==> src/eau_pkg.sv <==
// ----------------------------------------------------------------------------
// eau_pkg
// Shared constants and types of the error function unit: Q.30 coefficients,
// constant reciprocals and pipeline latencies.
// ----------------------------------------------------------------------------
package eau_pkg;

    localparam int EXP_LAT    = 57;
    localparam int RECIP_LAT  = 35;
    localparam int HORNER_LAT = 15;
    localparam int FINAL_LAT  = 5;
    localparam int POLY_DLY   = EXP_LAT - RECIP_LAT - HORNER_LAT;
    localparam int TOTAL_LAT  = EXP_LAT + FINAL_LAT;

    localparam logic [29:0] LN2_Q30   = 30'd744261118;
    localparam logic [15:0] LN2_RECIP = 16'd47274;

    localparam logic [16:0] P_HI    = 17'd85876;
    localparam logic [11:0] P_LO    = 12'd3228;
    localparam logic [15:0] P_RND   = 16'd39062;
    localparam logic [27:0] P_RECIP = 28'd225179981;
    localparam logic [16:0] P_DIV   = 17'd78125;

    localparam logic signed [33:0] COEF_A5 = 34'sd1139675401;
    localparam logic signed [33:0] HORNER_COEF [0:4] = '{
        -34'sd1560310108,
         34'sd1526231383,
        -34'sd305476044,
         34'sd273621191,
         34'sd0
    };

    localparam logic [32:0] TWO_SQRTPI_Q30 = 33'd1211587905;

    localparam logic [32:0] RECIP_N [0:16] = '{
        33'd4294967296, 33'd2147483648, 33'd1431655765, 33'd1073741824,
        33'd858993459,  33'd715827882,  33'd613566756,  33'd536870912,
        33'd477218588,  33'd429496729,  33'd390451572,  33'd357913941,
        33'd330382099,  33'd306783378,  33'd286331153,  33'd268435456,
        33'd252645135
    };

    typedef struct packed {
        logic action;
        logic neg;
    } ctl_t;

endpackage

==> src/eau_final.sv <==
// ----------------------------------------------------------------------------
// eau_final
// Product with exp(-z*z), complement for erf, round to Q1.14, saturate to
// one and restore the sign of negative arguments in erf mode.
// ----------------------------------------------------------------------------
module eau_final (
    input  logic               aclk,
    input  logic               en,
    input  logic signed [33:0] poly_in,
    input  logic [30:0]        e_in,
    input  eau_pkg::ctl_t      ctl_in,
    output logic signed [15:0] result_out
);

    logic [33:0]        neg_poly;
    logic [32:0]        mag_next, mag_reg;
    logic               sg_next, sg_reg, sgb_reg;
    logic [30:0]        e_reg;
    eau_pkg::ctl_t      c1_reg, c2_reg, c3_reg, c4_reg;
    logic [63:0]        m_next, m_reg;
    logic [35:0]        psum;
    logic signed [36:0] p;
    logic signed [36:0] sp;
    logic signed [36:0] q_next, q_reg;
    logic [36:0]        rsum;
    logic [20:0]        rnd_next, rnd_reg;
    logic [15:0]        sat;
    logic [15:0]        res_next;

    assign neg_poly = -poly_in;
    assign mag_next = ctl_in.action ? eau_pkg::TWO_SQRTPI_Q30
                    : (poly_in[33] ? neg_poly[32:0] : poly_in[32:0]);
    assign sg_next  = !ctl_in.action && poly_in[33];
    assign m_next   = {31'd0, mag_reg} * {33'd0, e_reg};
    assign psum     = {1'b0, m_reg[63:29]} + 36'd1;
    assign p        = $signed({2'b0, psum[35:1]});
    assign sp       = sgb_reg ? -p : p;
    assign q_next   = c2_reg.action ? p : (37'sd1 <<< 30) - sp;
    assign rsum     = q_reg + 37'sd32768;
    assign rnd_next = q_reg[36] ? 21'd0 : rsum[36:16];
    assign sat      = (rnd_reg > 21'd16384) ? 16'd16384 : rnd_reg[15:0];
    assign res_next = (!c4_reg.action && c4_reg.neg) ? -sat : sat;

    always_ff @(posedge aclk) begin
        if (en) begin
            mag_reg    <= mag_next;
            sg_reg     <= sg_next;
            e_reg      <= e_in;
            c1_reg     <= ctl_in;
            m_reg      <= m_next;
            sgb_reg    <= sg_reg;
            c2_reg     <= c1_reg;
            q_reg      <= q_next;
            c3_reg     <= c2_reg;
            rnd_reg    <= rnd_next;
            c4_reg     <= c3_reg;
            result_out <= $signed(res_next);
        end
    end

endmodule

==> config.mk <==
export PLATFORM = sky130hd
export DESIGN_NAME = eau_final
export DESIGN_NICKNAME = d
export VERILOG_FILES = /design/src/eau_pkg.sv /design/src/eau_final.sv
export SDC_FILE = /design/constraint.sdc
export NUM_CORES = 2
export LEC_CHECK = 0
export ABC_AREA = 1
export BUFFER_PORTS_ARGS = -buffer_cell sky130_fd_sc_hd__buf_2
export CORE_MARGIN = 5
export CORE_UTILIZATION = 60
export DETAILED_ROUTE_END_ITERATION = 7
export PLACE_DENSITY_LB_ADDON = 0.12
export SYNTH_ARGS = -nofsm -noshare
export SYNTH_HDL_FRONTEND = slang
export SYNTH_SLANG_ARGS = --single-unit
==> constraint.sdc <==
create_clock -name aclk -period 18.15 [get_ports aclk]
set_input_delay 3.63 -clock aclk [delete_from_list [all_inputs] [get_ports aclk]]
set_output_delay 3.63 -clock aclk [all_outputs]
set_load 0.02 [all_outputs]
==> results.py <==
metrics = {
    "critical_path": {
        "critPathMaxStageDelay_ps": 640,
        "arrival_ps": 8220,
        "cp_top_family": "adder cells",
        "cp-end-kind": "flip-flop",
        "cp_num_buf_inv": 7,
        "startpoint_type": "flip-flop",
        "crit_top_cell": "fa_1",
        "crit_required_ps": 18410,
        "criticalPathCategory": "reg -> reg",
        "slowest_stage": "o21ai_0",
        "cp_max_fo": 25,
    },
    "logic_synthesis": {
        "ys_seq_area_frac": 0.116,
        "synthCells": 5485,
        "synth_nets": 6707,
        "synth_top_family_by_area": "adder cells",
        "synth_warnings": 0,
        "synthXorXnorAreaFrac": 0.0139,
        "synthMuxAreaShare": 0.000231,
        "avgSynthCellArea_um2": 7.91,
        "yosysUniqueCellTypes": 48,
        "synthesis.area_um2": 43400,
        "synth-seq-cells": 168,
        "synthSimpleGateAreaFrac": 0.189,
        "synth_compound_area_frac": 0.0400,
        "synth_adder_area_share": 0.487,
    },
    "timing": {
        "min_period_over_period": 0.438,
        "hold_viol_final": 0,
        "grt_setup_unrepaired": "no",
        "slew_headroom": 0.383,
        "finalWorstSetupSlack_ps": 10190,
        "period_minus_slack_ps": 7960,
        "fmax_mhz": 126,
        "final.setup_skew_ps": 31.8,
        "slew_viol_final": 0,
        "setup_tns_ps": 0,
        "worst_pin_slew_ps": 926,
        "finalSetupViolations": 0,
    },
    "floorplan": {
        "num_rows": 98,
        "start_util": 0.606,
        "die_area_um2": 77800,
        "die_width_um": 279,
        "die-height_um": 279,
        "core_region_area_um2": 71600,
        "ioPinCount": 85,
    },
    "placement": {
        "gp_congestion": 0.952,
        "io_buffers": 84,
        "pre_cts_slack_ps": 10240,
        "dp_hpwl_um": 92800,
    },
    "route": {
        "initialDrtViolationCount": 2949,
        "drtAntennaViolNets": 0,
        "drtPass1Iterations": 5,
        "avgRoutedWirePerCell_um": 19.2,
        "via_per_inst": 5.44,
        "via_count": 34700,
        "wirelength_um": 123000,
        "drc_errors": 0,
    },
    "clocking": {
        "cts_root_buffer": "clkbuf_16",
        "numCtsBuffers": 17,
        "clock_path_buffers": 2,
        "cts-htree-levels": 4,
        "cts_sinks": 168,
        "cts_resized": 0,
        "cts_tree": "done",
        "cts_setup_buffers": 0,
        "clkTransAtPathRegs_ps": 100,
        "worstSkewPairLatency_ps": 520,
        "cts_hold_buf": 0,
    },
    "run": {
        "drv_cap": 0,
    },
    "global_routing": {
        "grt_max_degree": 75,
        "grt_usage": 0.324,
        "grt-ovfl-total": 0,
        "grt_pass1_vias": 36100,
        "grt_pass1_wl_um": 197000,
        "antenna_found_initial": 0,
    },
    "layout": {
        "largest_reg_flops": 35,
        "final_nets": 6636,
        "syn_to_final_growth_pct": 4.26,
        "n_antenna_cell": 0,
        "drive_gt1_frac": 0.0459,
    },
    "run_status": {
        "outcome": "completed",
    },
    "min_path": {
        "min_path_type": "reg -> reg",
    },
}
-- kinds of logic after synthesis --
kind of cell / Yosys count
xor+xnor: 69
compound gates: 322
buf+inv: 1773
fa+ha+maj: 1153
simple gates: 1999
mux: 1
flops: 168
-- synth_stat cells, drive strengths merged --
cell type     n  area [um^2]
a2111oi       1         8.76
a211oi        1         7.51
a21o          3         22.5
a21oi       146          731
a221oi        2         17.5
a311oi        1         8.76
a31oi        24          150
a41oi         1         8.76
and2          2         12.5
and3          3         18.8
and3b         1         8.76
buf          21         85.1
clkbuf      220          826
edfxtp      168         5040
fa          894        17900
ha          259         3240
inv        1532         5750
mux2i         1         10.0
nand2      1497         5690
nand3       124          656
nand3b       10         78.8
nand4        26          163
nor2        271         1210
nor3         46          235
nor3b         4         30.0
nor4         11         68.8
o2111ai       1         8.76
o211ai        6         45.0
o21a          8         60.1
o21ai       117          586
o21bai        2         15.0
o221ai        2         17.5
o22ai         2         12.5
o31ai         5         37.5
or2           4         25.0
xnor2        22          193
xor2         47          412
-- cells in the final DEF (no fill, tap or decap), types with 4 or more instances in the layout --
master	count
nand3_2	7
nand2_1	1475
nor3b_1	4
xor2_1	47
clkinv_8	7
nor2_1	240
o31ai_1	5
o21ai_1	6
a31oi_1	24
nand4_1	26
nand3b_1	9
a21oi_1	146
nor2_8	4
or2_2	4
inv_1	1532
xnor2_1	22
edfxtp_1	168
nor3_1	45
inv_12	4
o21a_1	8
nand3_1	117
nor4_1	11
o211ai_1	6
fa_1	894
buf_4	67
nor2_4	12
buf_2	83
ha_1	259
nor2_2	15
nand2_2	19
clkbuf_16	17
o21ai_0	111
-- layer usage --
metal | GRT usage | share of wire | vias to the layer above
met3 | 0.0602 | 0.089 | 307
met4 | 0.137 | 0.049 | 0
met1 | 0.434 | 0.39 | 17100
met5 | 0 | 0 | -
li1 | - | - | 15700
met2 | 0.527 | 0.47 | 1586
-- stage by stage --
stage	utilization	instances	instance area [um^2]	hold slack, ps
after floorplan	-	5485	43400	400
after global placement	0.623	6345	44600	402
after detailed placement	0.623	6345	44600	405
after CTS	0.632	6377	45200	406
after global routing	0.632	6377	45200	410
final	0.632	6377	45200	407
-- area by class of cell --
class	count	area, um^2
Clock buffer	17	425
Sequential cell	168	5040
Timing Repair Buffer	151	932
Multi-Input combinational cell	3544	31700
Tap cell	950	1190
Clock inverter	15	214
Fill cell	6334	26400
Inverter	1532	5750
-- worst register-to-register path: cells and delay by family, from the launching register on --
family / cells / cell delay (ps)
AOI/OAI and AO/OA: 2 / 740
xor gates and xnor gates: 1 / 140
adders and majority gates: 9 / 4240
buffers and inverters: 7 / 830
DFF: 1 / 620
and+or+nand+nor: 7 / 1170
-- path summary, 6_finish.rpt --
path,startpoint,endpoint,slack [ps],cells after the start
worst max-delay path,mag_reg[5],m_reg[57],10190,26
worst min-delay path,c3_reg[1],c4_reg[1],410,0
worst max register to register,mag_reg[5],m_reg[57],10190,26
worst min register to register,c3_reg[1],c4_reg[1],410,0
Power is not shown: default switching activity piles up to over one toggle a cycle in this logic, so the estimate is an artifact.
